$ cat src/rtl/gcb_pkg.sv
package gcb_pkg;

   localparam int LANES      = 8;
   localparam int LANE_W     = 3;
   localparam int POS_W      = 13;
   localparam int SUM_W      = 14;
   localparam int COL_W      = 11;
   localparam int COORD_W    = 12;
   localparam int BYTE_W     = 8;
   localparam int GW_REG_W   = 9;
   localparam int DIM_REG_W  = 13;
   localparam int FMT_W      = 2;
   localparam int CSR_IDX_W  = 3;
   localparam int CSR_DATA_W = 32;
   localparam int PIXEL_W    = 32;

   localparam int DEF_MAX_GLYPH_DIM   = 256;
   localparam int DEF_MAX_SURFACE_DIM = 4096;

   typedef enum logic [CSR_IDX_W-1:0] {
      CSR_POS_X        = 3'd0,
      CSR_POS_Y        = 3'd1,
      CSR_GLYPH_WIDTH  = 3'd2,
      CSR_DEST_WIDTH   = 3'd3,
      CSR_DEST_HEIGHT  = 3'd4,
      CSR_COLOR_ARGB   = 3'd5,
      CSR_PIXEL_FORMAT = 3'd6,
      CSR_DEST_INDEX8  = 3'd7
   } csr_index_type;

   typedef enum logic [FMT_W-1:0] {
      FMT_GRAY = 2'd0,
      FMT_MONO = 2'd1,
      FMT_NONE = 2'd2
   } format_type;

   typedef struct packed {
      logic signed [POS_W-1:0] pos_x;
      logic signed [POS_W-1:0] pos_y;
      logic [GW_REG_W-1:0]     glyph_width;
      logic [DIM_REG_W-1:0]    dest_width;
      logic [DIM_REG_W-1:0]    dest_height;
      logic [PIXEL_W-1:0]      color_argb;
      logic [FMT_W-1:0]        pixel_format;
      logic                    dest_index8;
   } cfg_type;

   // One item after clipping: surviving lanes, x of lane 0, row, scaled alpha.
   typedef struct packed {
      logic [LANES-1:0]        mask;
      logic signed [SUM_W-1:0] dx0;
      logic [COORD_W-1:0]      dy;
      logic [BYTE_W-1:0]       alpha;
   } work_type;

endpackage

$ cat src/rtl/gcb_ifs.sv
interface gcb_req_if;
   logic                            valid;
   logic                            ready;
   logic [gcb_pkg::BYTE_W-1:0]      src_byte;
   logic [gcb_pkg::BYTE_W-1:0]      glyph_row;
   logic [gcb_pkg::BYTE_W-1:0]      byte_col;

   modport source (output valid, output src_byte, output glyph_row, output byte_col,
                   input ready);
   modport sink (input valid, input src_byte, input glyph_row, input byte_col,
                 output ready);
endinterface

interface gcb_rsp_if;
   logic                            valid;
   logic                            ready;
   logic [gcb_pkg::COORD_W-1:0]     dest_x;
   logic [gcb_pkg::COORD_W-1:0]     dest_y;
   logic [gcb_pkg::PIXEL_W-1:0]     pixel_value;
   logic                            last;

   modport source (output valid, output dest_x, output dest_y, output pixel_value,
                   output last, input ready);
   modport sink (input valid, input dest_x, input dest_y, input pixel_value,
                 input last, output ready);
endinterface

$ cat src/rtl/glyph_coverage_blit_top.sv
// Glyph coverage blit.
// req_bus carries one byte of a glyph bitmap row (src_byte, glyph_row, byte_col).
// rsp_bus returns the pixels that byte places on the surface, in column order,
// each with dest_x, dest_y and pixel_value; last marks the final pixel of a byte.
// A byte that places no pixel returns nothing. Both channels use valid/ready.
// Registers are written through csr_we/csr_index/csr_wdata, by the user only while
// the block is idle; the block itself does not enforce this. They set position,
// glyph width, surface size, color, format and mode. The first pixel of a byte
// passes the input register, the work register and the result register in turn.
// A gray byte, or a mono byte with at most one visible pixel, gives at most one
// pixel; a mono byte gives one pixel per visible lane, up to eight, and the single
// result register issues one pixel per cycle while rsp_bus is ready. Input
// register, work register and result register are separate, so a new item is
// taken while a result waits. When rsp_bus stalls, the pipeline holds and req_bus
// ready drops once the input register is full. Reset (synchronous) clears the
// configuration registers to zero and empties the pipeline.
module glyph_coverage_blit_top #(
   parameter int MAX_GLYPH_DIM   = gcb_pkg::DEF_MAX_GLYPH_DIM,
   parameter int MAX_SURFACE_DIM = gcb_pkg::DEF_MAX_SURFACE_DIM
) (
   input  logic                               clock,
   input  logic                               reset,
   input  logic                               csr_we,
   input  logic [gcb_pkg::CSR_IDX_W-1:0]      csr_index,
   input  logic [gcb_pkg::CSR_DATA_W-1:0]     csr_wdata,
   gcb_req_if.sink                            req_bus,
   gcb_rsp_if.source                          rsp_bus
);

   gcb_pkg::cfg_type               cfg_ff, cfg_in;

   logic                           a_valid_ff, a_valid_in;
   logic [gcb_pkg::BYTE_W-1:0]     a_src_ff, a_row_ff, a_col_ff;
   gcb_pkg::work_type              a_work;

   gcb_pkg::work_type              b_work_ff, b_work_in;

   logic                           o_valid_ff, o_valid_in;
   logic [gcb_pkg::COORD_W-1:0]    o_x_ff, o_x_in, o_y_ff, o_y_in;
   logic [gcb_pkg::PIXEL_W-1:0]    o_value_ff, o_value_in;
   logic                           o_last_ff, o_last_in;

   logic                           req_accept;
   logic                           out_free;
   logic [gcb_pkg::LANES-1:0]      b_pick, b_rest;
   logic                           b_active, b_emit, b_free, a_move;
   logic [gcb_pkg::LANE_W-1:0]     lane;

   gcb_lanes #(
      .MAX_GLYPH_DIM  (MAX_GLYPH_DIM),
      .MAX_SURFACE_DIM(MAX_SURFACE_DIM)
   ) u_lanes (
      .cfg      (cfg_ff),
      .src_byte (a_src_ff),
      .glyph_row(a_row_ff),
      .byte_col (a_col_ff),
      .work     (a_work)
   );

   always_comb begin
      cfg_in = cfg_ff;
      if (csr_we) begin
         case (gcb_pkg::csr_index_type'(csr_index))
            gcb_pkg::CSR_POS_X: begin
               cfg_in.pos_x = $signed(csr_wdata[gcb_pkg::POS_W-1:0]);
            end
            gcb_pkg::CSR_POS_Y: begin
               cfg_in.pos_y = $signed(csr_wdata[gcb_pkg::POS_W-1:0]);
            end
            gcb_pkg::CSR_GLYPH_WIDTH: begin
               cfg_in.glyph_width = csr_wdata[gcb_pkg::GW_REG_W-1:0];
            end
            gcb_pkg::CSR_DEST_WIDTH: begin
               cfg_in.dest_width = csr_wdata[gcb_pkg::DIM_REG_W-1:0];
            end
            gcb_pkg::CSR_DEST_HEIGHT: begin
               cfg_in.dest_height = csr_wdata[gcb_pkg::DIM_REG_W-1:0];
            end
            gcb_pkg::CSR_COLOR_ARGB: begin
               cfg_in.color_argb = csr_wdata[gcb_pkg::PIXEL_W-1:0];
            end
            gcb_pkg::CSR_PIXEL_FORMAT: begin
               cfg_in.pixel_format = csr_wdata[gcb_pkg::FMT_W-1:0];
            end
            gcb_pkg::CSR_DEST_INDEX8: begin
               cfg_in.dest_index8 = csr_wdata[0];
            end
            default: begin
            end
         endcase
      end
   end

   always_comb begin
      out_free = !o_valid_ff || rsp_bus.ready;
      b_pick   = b_work_ff.mask & (~b_work_ff.mask + gcb_pkg::LANES'(1));
      b_rest   = b_work_ff.mask & ~b_pick;
      b_active = |b_work_ff.mask;
      b_emit   = b_active && out_free;
      b_free   = !b_active || (out_free && (b_rest == '0));
      // an item with no surviving pixel is dropped without waiting
      a_move   = a_valid_ff && (b_free || (a_work.mask == '0));
      req_bus.ready = !a_valid_ff || a_move;
      req_accept    = req_bus.valid && req_bus.ready;

      lane = '0;
      for (int k = gcb_pkg::LANES - 1; k >= 0; k--) begin
         if (b_pick[k]) begin
            lane = gcb_pkg::LANE_W'(k);
         end
      end

      a_valid_in = req_accept ? 1'b1 : (a_move ? 1'b0 : a_valid_ff);

      b_work_in = b_work_ff;
      if (a_valid_ff && b_free) begin
         b_work_in = a_work;
      end else if (b_emit) begin
         b_work_in.mask = b_rest;
      end

      o_valid_in = o_valid_ff;
      o_x_in     = o_x_ff;
      o_y_in     = o_y_ff;
      o_value_in = o_value_ff;
      o_last_in  = o_last_ff;
      if (b_emit) begin
         o_valid_in = 1'b1;
         o_x_in     = gcb_pkg::COORD_W'(b_work_ff.dx0 + $signed(gcb_pkg::SUM_W'(lane)));
         o_y_in     = b_work_ff.dy;
         o_value_in = cfg_ff.dest_index8 ? gcb_pkg::PIXEL_W'(1)
                                         : {b_work_ff.alpha, cfg_ff.color_argb[23:0]};
         o_last_in  = (b_rest == '0);
      end else if (rsp_bus.ready) begin
         o_valid_in = 1'b0;
      end
   end

   always_ff @(posedge clock) begin
      if (reset) begin
         cfg_ff     <= '0;
         a_valid_ff <= 1'b0;
         b_work_ff  <= '0;
         o_valid_ff <= 1'b0;
      end else begin
         cfg_ff     <= cfg_in;
         a_valid_ff <= a_valid_in;
         b_work_ff  <= b_work_in;
         o_valid_ff <= o_valid_in;
      end
   end

   always_ff @(posedge clock) begin
      if (req_accept) begin
         a_src_ff <= req_bus.src_byte;
         a_row_ff <= req_bus.glyph_row;
         a_col_ff <= req_bus.byte_col;
      end
      o_x_ff     <= o_x_in;
      o_y_ff     <= o_y_in;
      o_value_ff <= o_value_in;
      o_last_ff  <= o_last_in;
   end

   assign rsp_bus.valid       = o_valid_ff;
   assign rsp_bus.dest_x      = o_x_ff;
   assign rsp_bus.dest_y      = o_y_ff;
   assign rsp_bus.pixel_value = o_value_ff;
   assign rsp_bus.last        = o_last_ff;

endmodule

$ cat src/rtl/gcb_lanes.sv
module gcb_lanes #(
   parameter int MAX_GLYPH_DIM   = gcb_pkg::DEF_MAX_GLYPH_DIM,
   parameter int MAX_SURFACE_DIM = gcb_pkg::DEF_MAX_SURFACE_DIM
) (
   input  gcb_pkg::cfg_type                cfg,
   input  logic [gcb_pkg::BYTE_W-1:0]      src_byte,
   input  logic [gcb_pkg::BYTE_W-1:0]      glyph_row,
   input  logic [gcb_pkg::BYTE_W-1:0]      byte_col,
   output gcb_pkg::work_type               work
);

   localparam int GW_W  = $clog2(MAX_GLYPH_DIM + 1);
   localparam int SW_W  = $clog2(MAX_SURFACE_DIM + 1);
   localparam int CCW   = (GW_W > gcb_pkg::COL_W) ? GW_W : gcb_pkg::COL_W;
   localparam int CMP_W = ((SW_W > gcb_pkg::SUM_W) ? SW_W : gcb_pkg::SUM_W) + 1;

   logic [GW_W-1:0]                  gw_eff;
   logic [SW_W-1:0]                  dw_eff;
   logic [SW_W-1:0]                  dh_eff;
   logic                             is_gray;
   logic                             is_mono;
   logic signed [gcb_pkg::SUM_W-1:0] dy_s;
   logic                             dy_ok;
   logic [gcb_pkg::COL_W-1:0]        first_col;
   logic signed [gcb_pkg::SUM_W-1:0] dx0;
   logic [gcb_pkg::COL_W-1:0]        col_k [gcb_pkg::LANES];
   logic [gcb_pkg::SUM_W-1:0]        dx_k  [gcb_pkg::LANES];
   logic [gcb_pkg::LANES-1:0]        mask;
   logic [gcb_pkg::BYTE_W-1:0]       cov;
   logic [2*gcb_pkg::BYTE_W-1:0]     prod;
   logic [2*gcb_pkg::BYTE_W-1:0]     quot_sum;

   always_comb begin
      gw_eff = (int'(cfg.glyph_width) > MAX_GLYPH_DIM) ? GW_W'(MAX_GLYPH_DIM)
                                                       : GW_W'(cfg.glyph_width);
      dw_eff = (int'(cfg.dest_width) > MAX_SURFACE_DIM) ? SW_W'(MAX_SURFACE_DIM)
                                                        : SW_W'(cfg.dest_width);
      dh_eff = (int'(cfg.dest_height) > MAX_SURFACE_DIM) ? SW_W'(MAX_SURFACE_DIM)
                                                         : SW_W'(cfg.dest_height);
      is_gray = (cfg.pixel_format == gcb_pkg::FMT_GRAY);
      is_mono = (cfg.pixel_format == gcb_pkg::FMT_MONO);

      dy_s  = gcb_pkg::SUM_W'(cfg.pos_y) + $signed(gcb_pkg::SUM_W'(glyph_row));
      dy_ok = !dy_s[gcb_pkg::SUM_W-1] &&
              (CMP_W'(dy_s[gcb_pkg::SUM_W-2:0]) < CMP_W'(dh_eff));

      first_col = is_mono ? {byte_col, 3'b000} : gcb_pkg::COL_W'(byte_col);
      dx0       = gcb_pkg::SUM_W'(cfg.pos_x) + $signed(gcb_pkg::SUM_W'(first_col));

      for (int k = 0; k < gcb_pkg::LANES; k++) begin
         col_k[k] = first_col + gcb_pkg::COL_W'(k);
         dx_k[k]  = gcb_pkg::SUM_W'(dx0) + gcb_pkg::SUM_W'(k);
         mask[k]  = (is_mono ? src_byte[gcb_pkg::LANES-1-k]
                             : (is_gray && (k == 0) && (src_byte != '0))) &&
                    dy_ok &&
                    (CCW'(col_k[k]) < CCW'(gw_eff)) &&
                    !dx_k[k][gcb_pkg::SUM_W-1] &&
                    (CMP_W'(dx_k[k][gcb_pkg::SUM_W-2:0]) < CMP_W'(dw_eff));
      end

      // floor(p/255) for p <= 255*255: (p + (p >> 8) + 1) >> 8
      cov      = is_mono ? {gcb_pkg::BYTE_W{1'b1}} : src_byte;
      prod     = cov * cfg.color_argb[31:24];
      quot_sum = prod + (prod >> 8) + 16'd1;

      work.mask  = mask;
      work.dx0   = dx0;
      work.dy    = gcb_pkg::COORD_W'(dy_s);
      work.alpha = quot_sum[2*gcb_pkg::BYTE_W-1:gcb_pkg::BYTE_W];
   end

endmodule

$ cat src/flat_wrapper.sv
// flat-port wrapper written by rule: the top's interface ports become plain ports
module glyph_coverage_blit_top_flat 
#(
   parameter int MAX_GLYPH_DIM   = gcb_pkg::DEF_MAX_GLYPH_DIM,
   parameter int MAX_SURFACE_DIM = gcb_pkg::DEF_MAX_SURFACE_DIM
)
  (clock, reset, csr_we, csr_index, csr_wdata, req_bus_valid, req_bus_src_byte, req_bus_glyph_row, req_bus_byte_col, req_bus_ready, rsp_bus_valid, rsp_bus_dest_x, rsp_bus_dest_y, rsp_bus_pixel_value, rsp_bus_last, rsp_bus_ready);
  gcb_req_if req_bus_i ();
  gcb_rsp_if rsp_bus_i ();
  input  logic clock;
  input  logic reset;
  input  logic csr_we;
  input  logic [gcb_pkg::CSR_IDX_W-1:0] csr_index;
  input  logic [gcb_pkg::CSR_DATA_W-1:0] csr_wdata;
  input wire logic [$bits(req_bus_i.valid)-1:0] req_bus_valid;
  input wire logic [$bits(req_bus_i.src_byte)-1:0] req_bus_src_byte;
  input wire logic [$bits(req_bus_i.glyph_row)-1:0] req_bus_glyph_row;
  input wire logic [$bits(req_bus_i.byte_col)-1:0] req_bus_byte_col;
  output wire logic [$bits(req_bus_i.ready)-1:0] req_bus_ready;
  output wire logic [$bits(rsp_bus_i.valid)-1:0] rsp_bus_valid;
  output wire logic [$bits(rsp_bus_i.dest_x)-1:0] rsp_bus_dest_x;
  output wire logic [$bits(rsp_bus_i.dest_y)-1:0] rsp_bus_dest_y;
  output wire logic [$bits(rsp_bus_i.pixel_value)-1:0] rsp_bus_pixel_value;
  output wire logic [$bits(rsp_bus_i.last)-1:0] rsp_bus_last;
  input wire logic [$bits(rsp_bus_i.ready)-1:0] rsp_bus_ready;
  assign req_bus_i.valid = req_bus_valid;
  assign req_bus_i.src_byte = req_bus_src_byte;
  assign req_bus_i.glyph_row = req_bus_glyph_row;
  assign req_bus_i.byte_col = req_bus_byte_col;
  assign req_bus_ready = req_bus_i.ready;
  assign rsp_bus_valid = rsp_bus_i.valid;
  assign rsp_bus_dest_x = rsp_bus_i.dest_x;
  assign rsp_bus_dest_y = rsp_bus_i.dest_y;
  assign rsp_bus_pixel_value = rsp_bus_i.pixel_value;
  assign rsp_bus_last = rsp_bus_i.last;
  assign rsp_bus_i.ready = rsp_bus_ready;
  glyph_coverage_blit_top #(.MAX_GLYPH_DIM(MAX_GLYPH_DIM), .MAX_SURFACE_DIM(MAX_SURFACE_DIM)) u_core (.clock(clock), .reset(reset), .csr_we(csr_we), .csr_index(csr_index), .csr_wdata(csr_wdata), .req_bus(req_bus_i), .rsp_bus(rsp_bus_i));
endmodule
$ cat config.mk
export PLATFORM = sky130hd
export DESIGN_NAME = glyph_coverage_blit_top_flat
export DESIGN_NICKNAME = d
export VERILOG_FILES = /design/src/rtl/gcb_pkg.sv /design/src/rtl/gcb_ifs.sv /design/src/rtl/glyph_coverage_blit_top.sv /design/src/rtl/gcb_lanes.sv /design/src/flat_wrapper.sv
export SDC_FILE = /design/constraint.sdc
export NUM_CORES = 1
export LEC_CHECK = 0
export BUFFER_PORTS_ARGS = -buffer_cell sky130_fd_sc_hd__buf_2
export CORE_MARGIN = 2
export CORE_UTILIZATION = 30
export CTS_BUF_LIST = sky130_fd_sc_hd__clkbuf_8
export CTS_CLUSTER_SIZE = 40
export DETAILED_ROUTE_END_ITERATION = 10
export PLACE_DENSITY_LB_ADDON = 0.08
export SLEW_MARGIN = 5
export SYNTH_ARGS = -nofsm -noshare
export SYNTH_HDL_FRONTEND = slang
export SYNTH_SLANG_ARGS = --single-unit
$ cat constraint.sdc
create_clock -name clock -period 17.7 [get_ports clock]
set_input_delay 3.54 -clock clock [delete_from_list [all_inputs] [get_ports clock]]
set_output_delay 3.54 -clock clock [all_outputs]
set_load 0.01 [all_outputs]
Word-level counts from Yosys, hierarchy flattened
Index checks and enable logic that the tools add are counted.

storage, ports and cells
  flip-flop bits (word level) = 219
  input bits = 64
  output and inout port bits = 59
  word-level logic and storage cells = 173

operators by class
  add/sub/neg operators = 20
  multiply operators = 1
  magnitude comparators = 20
  equal/unequal tests = 8
  muxes and demuxes = 27
  bitwise gates (word level) = 4
  reduce and logical (&&, ||, !) cells = 72

operator list
  cell                     number
  $lt A13 B13 Y1           9
  $lt A11 B9 Y1            8
  $add A14 B4 Y14 const B  4
  $add A11 B3 Y11 const B  4
  $logic_and A1 B1 Y1      39
  $add A14 B3 Y14 const B  2
  $gt A13 B13 Y1 const B   2
  $mux W13                 2
  $mux W3                  8
  $mux W8                  3
  $add A11 B2 Y11 const B  2
  $add A16 B1 Y16 const B  1
  $add A16 B8 Y16          1
  $and A8 B8 Y8            2
  $logic_not A8 Y1         2
  $mul A8 B8 Y16           1
  $not A8 Y8               2
  $reduce_and A2 Y1        8
  $add A13 B12 Y14         1
  $add A13 B9 Y14          1
  $add A14 B2 Y14 const B  1
  $add A12 B4 Y12          1
  $eq A3 B3 Y1 const B     4
  $logic_not A1 Y1         12
  15 further kinds         32

Depth between registers and ports, before layout
Gate-level depths: netlist of run 1.

  word-level depth = 14
  gate-level depth with buffers = 29
  mapped depth without buffers = 26

Cells and area by module
From an unflattened synthesis of run 1, not the netlist that was laid out.

unflattened totals
  cells, all modules = 2091
  area, all modules = 18047.3 µm²

modules (own cells, without submodules)
  module                   instances  cells an instance  area an instance (µm²)
  gcb_lanes                1          1282               9816.9
  glyph_coverage_blit_top  1          809                8230.4

Worst setup path before layout of run 1
Ideal clock, no wire load.

  path kind = reg2out
  from = register u_core.cfg_ff[2] in the netlist's numbering
  to = output port req_bus_ready
  data arrival time = 6033 ps
  data required time = 14160 ps
  slack = 8127 ps
  stages on the path, launching flop included = 29
  path buffers = 3
  path through = dfxtp_1 > and2b_1 > clkbuf_1 > clkbuf_1 > nand2_1 > a21boi_0 > inv_1 > ha_1 > o21ai_1 > nand2b_1 > and3_1 > a2111oi_2 > nand3_4 > nor4b_1 > and3_1 > clkbuf_1 > nand2_1 > nor2_1 > xor2_1 > ha_1 > nand4_1 > or3_1 > o22ai_1 > a211o_1 > o32a_1 > o31ai_1 > a31oi_1 > nand4b_4 > o31ai_1

on the way
  cells in the longest elaborated chain, start to end = 11
  elaborated cells on any way between the ends = 87

ends and longest elaborated chain
  element                                                                   line                            source
  start: declaration                                                        glyph_coverage_blit_top.sv:30   gcb_pkg::cfg_type cfg_ff, cfg_in;
  start signal: assignment                                                  glyph_coverage_blit_top.sv:146  cfg_ff <= cfg_in;
  parallel branches: the longest is 7 deep, another holds $add A13 B12 Y14  --
  $logic_not A8 Y1 (*)                                                      glyph_coverage_blit_top.sv:102  a_move = a_valid_ff && (b_free || (a_work.mask == '0));
  $logic_or A1 B1 Y1 (*)                                                    glyph_coverage_blit_top.sv:102
  $logic_and A1 B1 Y1 (*)                                                   glyph_coverage_blit_top.sv:102
  $logic_or A1 B1 Y1 (*)                                                    glyph_coverage_blit_top.sv:103  req_bus.ready = !a_valid_ff || a_move;
  end: declaration                                                          flat_wrapper.sv:19              output wire logic [$bits(req_bus_i.ready)-1:0] req_bus_ready;

Every way passes the cells marked *.

Final worst setup path of run 1
  from = register u_core.cfg_ff[1] in the netlist's numbering
  to = output port req_bus_ready

Same word-level chain as after synthesis.

==> results.json, run 1 <==
{
  "status": "complete, no violations",
  "finish.utilization": 0.341,
  "maxSlewViolCount": 0,
  "synth_area_sq_um": 17700,
  "powerDensity_nw_per_um2": 72.5,
  "hold_path.class": "reg2reg",
  "initial_core_util": 0.302,
  "seq_area_frac_synth": 0.294,
  "fin_worst_skew_ns": 0.0217,
  "reg2reg_from": "u_core.cfg_ff[1]",
  "h-tree-depth": 2,
  "synth_warnings": 0,
  "setup_violations": 0,
  "hold_viol_final": 0,
  "nets": 2525,
  "gr-total-overflow": 0,
  "post_dp_cell_area_sq_um": 19100,
  "drt_iter0_markers": 727,
  "clock_sinks": 219,
  "grt_use_total": 0.200,
  "grt_pass1_vias": 15143,
  "synth_edf_count": 81,
  "io_pins": 123,
  "grt_pass1_wl_microns": 92400,
  "synth.most_common_cell": "nand2_1",
  "synth.largest_area_cell": "ha_1",
  "grt_max_degree": 72,
  "syn_area_per_cell_sq_um": 8.53,
  "wl_per_cell_microns": 20.3,
  "clk_pin_slew_ns": 0.06,
  "reg2regPathDepth": 24,
  "max_freq_ghz": 0.0885,
  "ys_ff_latch": 219,
  "die_x_microns": 247,
  "path_max_fanout": 39,
  "rsz0062_at_grt": "no",
  "via_count": 15023,
  "hold_depth": 0,
  "worstHoldStart": "u_core.b_work_ff[9]",
  "drc_errors": 0,
  "min_period_ns": 11.29,
  "async_flop_share": 0,
  "synthTopCellsByCount": "nand2_1 (348), ha_1 (241), a21oi_1 (196)",
  "cts-root-buf": "clkbuf_8",
  "yosysUniqueCellTypes": 89,
  "vdd_ir_drop_max_v": 0.0000646,
  "tightestPinTransition_ns": 1.03,
  "clock_path_buffers": 3,
  "p_leak_uw": 0.00848,
  "total_power_uw": 1450,
  "critPathKind": "reg2out",
  "fin_hold_ws_ns": 0.422,
  "via_per_inst": 5.02,
  "cp.required_ns": 14.16,
  "ys.flop_type": "dfxtp_1",
  "syn2layout_area_growth_pct": 13.1,
  "maxSlewHeadroom": 0.313,
  "globalplace.congestion": 0.909,
  "ant_nets": 0,
  "crit_arrival_ns": 7.75,
  "cap_violations": 0,
  "clkLatencyLatePin_ns": 0.61,
  "tritoncts": "built",
  "yosysTopAreaCellShare": 0.170,
  "ys_top_cells_by_area": "ha_1 (17%), dfxtp_1 (16%), edfxtp_1 (14%), nand2_1 (7.4%), xnor2_1 (5.6%)",
  "core_sq_um": 58700,
  "drive_gt1_frac": 0.107,
  "wl_microns": 60800,
  "post_cts_buffers": 0,
  "cts_hold_buf": 0,
  "fp-row-count": 89,
  "timing.setup.tns_ns": 0,
  "min_to": "u_core.rsp_bus.dest_y[1]",
  "cp-end-kind": "output pin",
  "antenna_found_initial": 1,
  "dr.pass1.iters": 5,
  "dp_hpwl_microns": 47000,
  "reg2reg_to": "u_core.a_row_ff[7]",
  "cts_buffers": 44,
  "startpoint_type": "flop",
  "dieArea_sq_um": 60900,
  "r2r_setup_slack_ns": 10.12,
  "synthesis.nets": 2418,
  "die_h_microns": 247,
  "finalCritPeriodShare": 0.638,
  "io_buffers": 122,
  "final_area_sq_um": 20000,
  "synth_cells": 2075,
  "cts_resized": 0
}
area by class of cell:
class                           count  area (sq um)
Multi-Input combinational cell   1658         11800
Antenna cell                        1          2.50
Clock buffer                       51           702
Fill cell                        6276         38700
Timing Repair Buffer              144           778
Clock inverter                     30           165
Inverter                          115           432
Tap cell                          773           967
Sequential cell                   219          5190
report_power, final:
group / switching [uW] / internal, uW
Combinational: 237 / 142
Clock: 240 / 279
Sequential: 16.3 / 537
Total: 494 / 957
metal layers:
layer,track usage,vias up,routed length (microns)
met4,0.0542,0,1450
met3,0.0275,77,2320
met5,0,-,0
met1,0.271,7187,28600
met2,0.333,269,28500
li1,-,7490,-
how the worst max path moves through the flow:
stage,start,endpoint,slack [ns]
after floorplan,u_core.cfg_ff[2],req_bus_ready,8.13
after global placement,u_core.cfg_ff[1],req_bus_ready,7.31
after detailed placement,u_core.cfg_ff[1],req_bus_ready,7.08
after CTS,u_core.cfg_ff[1],req_bus_ready,6.37
after global routing,u_core.cfg_ff[1],req_bus_ready,5.90
final,u_core.cfg_ff[1],req_bus_ready,6.41
stage by stage:
stage,std cells,worst slack (ns)
global route,2991,5.90
finish,2991,6.41
CTS,2990,6.37
global placement,2909,7.31
floorplan,2075,8.13
detailed placement,2909,7.08
registers in the layout, summed over array words and instances, names as in the netlist:
name                        cells
u_core.a_src_ff                 8
u_core.a_valid_ff               1
u_core.rsp_bus.valid            1
u_core.rsp_bus.dest_x          12
u_core.rsp_bus.last             1
u_core.a_col_ff                 8
u_core.b_work_ff               40
u_core.rsp_bus.pixel_value     32
u_core.rsp_bus.dest_y          12
u_core.a_row_ff                 8
u_core.cfg_ff                  96
worst max-delay path: stages, from the launching register on:
cell and delay [ns]:
dfxtp_1 0.43, and2b_1 0.15, buf_4 0.37, mux2i_1 0.72, inv_1 0.33, ha_1 0.72, nand2_1 0.13, a311oi_1 0.31
nor3b_1 0.11, xnor2_1 0.18, buf_4 0.26, nor4b_4 0.47, and3_2 0.37, nand3_1 0.11, xnor2_1 0.16, ha_1 0.30
nand4_1 0.11, a2111oi_0 0.36, a311o_1 0.29, o32a_1 0.20, o31ai_1 0.07, a31oi_1 0.27, nand4b_4 0.18, o31ai_1 0.32
buf_2 0.20
kinds of logic (layout without fill, tap and decap cells):
group           Yosys count  count (layout)  share of synthesized area
flops                   219             219                      0.294
fa+ha+maj               282             282                      0.215
xor+xnor                150             150                     0.0755
mux                       8               8                    0.00453
other cells               0               1                          0
simple gates            766             766                      0.206
compound gates          452             452                      0.162
buf+inv                 198             340                     0.0437
placed cells by master, fill, tap and decap left out, drive strengths merged, types with 81 or more instances in the layout:
cell type and n:
a21oi 197, buf 144, dfxtp 138, edfxtp 81, ha 241, inv 136
nand2 349, nor2 127, nor2b 100, xnor2 114
Power figures use the tool's default switching activity.
==> run 2, diff against run 1 <==
ABC_AREA = 1   (was default)
clock period = 10.25 ns   (was 17.7 ns; I/O delays follow)
==> run 2 against run 1 <==
  * The run now ends with design-rule violations left
  * Power grew 120%
  * Non-clock buffer count is 12 lower
  * Combinational power grew to 2.8 times the previous value
  * Critical path type unchanged
  * Largest power group unchanged
  * Setup slack got worse by 4.9 ns
==> results.json, run 2 <==
{
  "via_per_inst": 4.78,
  "maxSlewViolCount": 0,
  "ys_top_cells_by_area": "ha_1 (17%), dfxtp_1 (15%), edfxtp_1 (14%), nand2_1 (7.8%), nor2_1 (7.2%)",
  "synth_edf_count": 81,
  "cp_num_buf_inv": 3,
  "largest_reg_flops": 96,
  "critPathTopFamily": "simple AND/OR/NAND/NOR gates",
  "synth.largest_area_cell": "ha_1",
  "clock_path_buffers": 3,
  "cp_common_cell": "nand2_1",
  "synthTopCellsByCount": "nand2_1 (373), nor2_1 (344), inv_1 (336)",
  "fin_worst_skew_ns": 0.0689,
  "grt_use_total": 0.194,
  "seq_area_frac_synth": 0.289,
  "final_cell_mix": "nand2_1 (373), inv_1 (354), nor2_1 (343)",
  "violations": "design-rule violations",
  "wl_per_cell_microns": 18.2,
  "async_flop_share": 0,
  "dp_hpwl_microns": 47300,
  "wl_microns": 60200,
  "status": "complete, but fails checks",
  "die_h_microns": 249,
  "vdd_ir_drop_max_v": 0.000133,
  "synthesis.nets": 2710,
  "globalplace.congestion": 0.898,
  "grt_pass1_vias": 15976,
  "final_area_sq_um": 20200,
  "drc_errors": 4,
  "timing.setup.tns_ns": 0,
  "post_dp_cell_area_sq_um": 19400,
  "layout_commonest_cell": "nand2_1",
  "r2r_setup_slack_ns": 3.31,
  "multi_input_area_sq_um": 11200,
  "total_power_uw": 3140,
  "ant_nets": 0,
  "powerDensity_nw_per_um2": 155,
  "antenna_found_initial": 1,
  "crit_arrival_ns": 6.74,
  "ys_ff_latch": 219,
  "max_freq_ghz": 0.114,
  "h-tree-depth": 2,
  "clock_sinks": 219,
  "clkLatencyLatePin_ns": 0.64,
  "cts-root-buf": "clkbuf_8",
  "setup_violations": 0,
  "drive_gt1_frac": 0.106,
  "cts_resized": 0,
  "io_pins": 123,
  "clk_pin_slew_ns": 0.06,
  "tritoncts": "built",
  "cap_violations": 0,
  "place_ws_ns": 2.23,
  "yosysUniqueCellTypes": 54,
  "finalCritPeriodShare": 0.857,
  "yosysTopAreaCellShare": 0.168,
  "cts_hold_buf": 0,
  "rsz0062_at_grt": "no",
  "synth_area_sq_um": 18000,
  "critPathKind": "reg2out",
  "via_count": 15785,
  "fp-row-count": 89,
  "syn_area_per_cell_sq_um": 7.59,
  "slowest_stage": "a2111oi_0",
  "synth_warnings": 0,
  "fin_ws_ns": 1.46,
  "drt_iter0_markers": 832,
  "ys.flop_type": "dfxtp_1",
  "dr.pass1.iters": 10,
  "grt_max_degree": 92,
  "grt_pass1_wl_microns": 93600,
  "nets": 2837,
  "cp.required_ns": 8.20,
  "core_sq_um": 59100,
  "slowest_delay_ns": 0.71,
  "maxSlewHeadroom": 0.352,
  "die_x_microns": 249,
  "post_cts_buffers": 0,
  "min_period_ns": 8.79,
  "initial_core_util": 0.304,
  "hold_viol_final": 0,
  "startpoint_type": "flop",
  "synth_cells": 2367,
  "hold_path.class": "reg2reg",
  "nFillCells": 6382,
  "p_leak_uw": 0.00972,
  "dieArea_sq_um": 61800,
  "cts_buffers": 43,
  "io_buffers": 122,
  "tightestPinTransition_ns": 0.972,
  "cp-end-kind": "output pin",
  "synth.most_common_cell": "nand2_1",
  "path_max_fanout": 17,
  "gr-total-overflow": 0,
  "syn2layout_area_growth_pct": 12.7,
  "final-seq-area_sq_um": 5190,
  "top_register": "u_core.cfg_ff"
}
-- run 2: changes by cell type after synthesis, sizes merged, moves of 14 or more --
cell	delta
nand2	+46
xnor2	-98
nor2b	-100
clkbuf	-31
a21o	-47
inv	+236
xor2	+80
nor2	+232
o21ai	+111
nand4	+14
nand3	+22
-- run 2: cell families (layout without fill, tap and decap cells) --
family | after synthesis | after routing | synth area share
buf+inv | 405 | 566 | 0.0872
other cells | 0 | 1 | 0
fa+ha+maj | 279 | 279 | 0.210
xor+xnor | 131 | 131 | 0.0643
compound gates | 421 | 421 | 0.127
flops | 219 | 219 | 0.289
simple gates | 912 | 912 | 0.222
-- run 2: path summary, 6_finish.rpt --
kind                        startpoint                   endpoint  depth (start not counted)
hold reg to reg   u_core.b_work_ff[18]  u_core.rsp_bus.dest_y[10]                          0
setup / recovery      u_core.cfg_ff[1]              req_bus_ready                         25
hold / removal    u_core.b_work_ff[18]  u_core.rsp_bus.dest_y[10]                          0
setup reg to reg      u_core.cfg_ff[1]        u_core.b_work_ff[2]                         34
-- run 2: through the flow --
step | util | hold WS (ns) | std cells
after global routing | 0.342 | 0.442 | 3302
after global placement | 0.328 | 0.412 | 3222
final | 0.342 | 0.427 | 3302
after floorplan | - | 0.403 | 2367
after detailed placement | 0.328 | 0.417 | 3222
after CTS | 0.342 | 0.429 | 3301
-- run 2: layout make-up --
type / count / area share
diodes: 1 / 0.000124
clock buffers: 48 / 0.0326
clock inverters: 31 / 0.00866
inverters: 355 / 0.0660
multi-input cells: 1743 / 0.554
flip-flops and latches: 219 / 0.257
well taps: 773 / 0.0478
repair buffers: 132 / 0.0339
-- run 2: worst reg2reg max path, delay by kind of cell, from the launching register on --
family                   cells  cell delay [ns]
AO/OA/AOI/OAI                6             0.94
buffers and inverters        8             0.88
adder cells (fa/ha/maj)      6             2.66
AND/OR/NAND/NOR             13             1.67
XOR/XNOR                     1             0.30
flip-flops                   1             0.35
-- run 2: layer usage --
metal | vias up | GRT usage | routed length [microns]
met5 | - | 0 | 0
met4 | 0 | 0.0500 | 1300
met3 | 70 | 0.0267 | 2300
met2 | 283 | 0.322 | 27500
met1 | 7406 | 0.266 | 29100
li1 | 8026 | - | -
-- run 2: power breakdown --
part           switching (uW)  internal (uW)  total (uW)
registers                69.0           1120        1190
logic                     725            353        1080
clock network             418            458         876
total                    1210           1930        3140
==> run 3, diff against run 2 <==
--- a/config.mk
+++ b/config.mk
@@ -9,5 +9,5 @@
 export BUFFER_PORTS_ARGS = -buffer_cell sky130_fd_sc_hd__buf_2
 export CORE_MARGIN = 2
-export CORE_UTILIZATION = 30
+export CORE_UTILIZATION = 45
 export CTS_BUF_LIST = sky130_fd_sc_hd__clkbuf_8
 export CTS_CLUSTER_SIZE = 40
==> constraint.sdc (replaced) <==
create_clock -name clock -period 10.25 [get_ports clock]
set_input_delay 1.025 -clock clock [delete_from_list [all_inputs] [get_ports clock]]
set_output_delay 1.025 -clock clock [all_outputs]
set_load 0.01 [all_outputs]
==> run 3 against run 2 <==
  * The flow now finishes without violations
  * Sequential power barely moved
  * Core utilization is 16 points higher
  * Flip-flop and latch count is the same
  * Die area fell by 33%
  * Non-clock buffer count fell by 2
  * Largest power group unchanged
==> results.json, run 3 (synthesized netlist as in run 2, its figures left out) <==
{
  "reg2reg_from": "u_core.cfg_ff[1]",
  "layoutNonFillerInstCount": 3048,
  "maxSlewHeadroom": 0.215,
  "initial_core_util": 0.454,
  "cts-root-buf": "clkbuf_8",
  "reg2reg_to": "u_core.b_work_ff[0]",
  "cp-end-kind": "output pin",
  "largest_reg_flops": 96,
  "clock_sinks": 219,
  "ant_nets": 0,
  "maxSlewViolCount": 0,
  "reg2regPathDepth": 33,
  "globalplace.congestion": 0.971,
  "via_count": 15825,
  "cap_violations": 0,
  "rsz0062_at_grt": "no",
  "io_pins": 123,
  "hold_depth": 0,
  "diodes": 0,
  "post_dp_cell_area_sq_um": 19100,
  "layout_commonest_cell": "nand2_1",
  "io_buffers": 122,
  "clk_pin_slew_ns": 0.07,
  "place_inst": 2972,
  "cp_common_cell": "nand2_1",
  "core_sq_um": 39500,
  "grt_pass1_vias": 15676,
  "grt_use_total": 0.263,
  "p_leak_uw": 0.00970,
  "finalCritPeriodShare": 0.730,
  "drc_errors": 0,
  "r2r_setup_slack_ns": 3.56,
  "dp_hpwl_microns": 42100,
  "powerDensity_nw_per_um2": 155,
  "drt_iter0_markers": 915,
  "cts_hold_buf": 0,
  "clkLatencyLatePin_ns": 0.61,
  "cts_resized": 0,
  "timing.setup.tns_ns": 0,
  "gr-total-overflow": 0,
  "fp-row-count": 73,
  "crit_arrival_ns": 6.46,
  "setup_violations": 0,
  "max_freq_ghz": 0.134,
  "min_to": "u_core.rsp_bus.dest_y[10]",
  "critPathTopFamily": "simple AND/OR/NAND/NOR gates",
  "vdd_ir_drop_max_v": 0.000169,
  "wl_per_cell_microns": 17.6,
  "die_x_microns": 204,
  "top_register": "u_core.cfg_ff",
  "critPathKind": "reg2out",
  "drive_gt1_frac": 0.105,
  "grt_pass1_wl_microns": 85000,
  "grt_max_degree": 107,
  "cts_buffers": 41,
  "tightestPinTransition_ns": 1.18,
  "clock_path_buffers": 3,
  "hold_path.class": "reg2reg",
  "path_max_fanout": 17,
  "wl_microns": 53700,
  "die_h_microns": 204,
  "hold_viol_final": 0,
  "final_cell_mix": "nand2_1 (373), inv_1 (350), nor2_1 (343)",
  "dieArea_sq_um": 41500,
  "fin_worst_skew_ns": 0.0354,
  "slowest_delay_ns": 0.51,
  "status": "complete, no violations",
  "dr.pass1.iters": 6,
  "cp_num_buf_inv": 5,
  "startpoint_type": "flop",
  "slowest_stage": "nand2_1",
  "h-tree-depth": 2,
  "antenna_found_initial": 0,
  "post_cts_buffers": 0,
  "tritoncts": "built",
  "cp.required_ns": 9.23,
  "nets": 2833,
  "fin_hold_ws_ns": 0.429,
  "syn2layout_area_growth_pct": 10.8,
  "worstHoldStart": "u_core.b_work_ff[18]",
  "via_per_inst": 5.19,
  "final_area_sq_um": 19900,
  "min_period_ns": 7.48
}
## run 3: worst max path at each step
stage                startpoint             endpoint  slack [ns]  depth (start not counted)
6_report       u_core.cfg_ff[1]        req_bus_ready        2.77                         30
5_1_grt        u_core.cfg_ff[1]        req_bus_ready        2.22                         30
4_1_cts        u_core.cfg_ff[1]        req_bus_ready        2.82                         30
3_5_place_dp   u_core.cfg_ff[1]        req_bus_ready        3.48                         30
3_3_place_gp   u_core.cfg_ff[1]        req_bus_ready        3.48                         30
2_1_floorplan  u_core.cfg_ff[1]  u_core.b_work_ff[0]        4.12                         34
## run 3: cell type report
class / instances / area (sq um)
flip-flops and latches: 219 / 5190
well taps: 525 / 657
fillers: 3967 / 19600
multi-input cells: 1743 / 11200
clock buffers: 51 / 702
clock inverters: 25 / 126
repair buffers: 130 / 671
inverters: 355 / 1340
## run 3: through the flow
| step | setup WS, ns | power (uW) | utilization |
|---|---|---|---|
| after CTS | 2.82 | 3110 | 0.503 |
| after detailed placement | 3.48 | 2250 | 0.482 |
| after global placement | 3.48 | 2240 | 0.482 |
| after floorplan | 4.12 | 1890 | - |
| after global routing | 2.22 | 3290 | 0.503 |
| final | 2.77 | 3080 | 0.503 |
## run 3: where the power goes
part | switching (uW) | internal, uW | total [uW]
clock network | 395 | 455 | 850
logic | 700 | 352 | 1050
registers | 60.3 | 1120 | 1180
## run 3: metal layers
layer / part of all wire / GRT usage
met4: 0.033 / 0.0980
met2: 0.46 / 0.435
met1: 0.46 / 0.351
met5: 0 / 0
met3: 0.043 / 0.0316
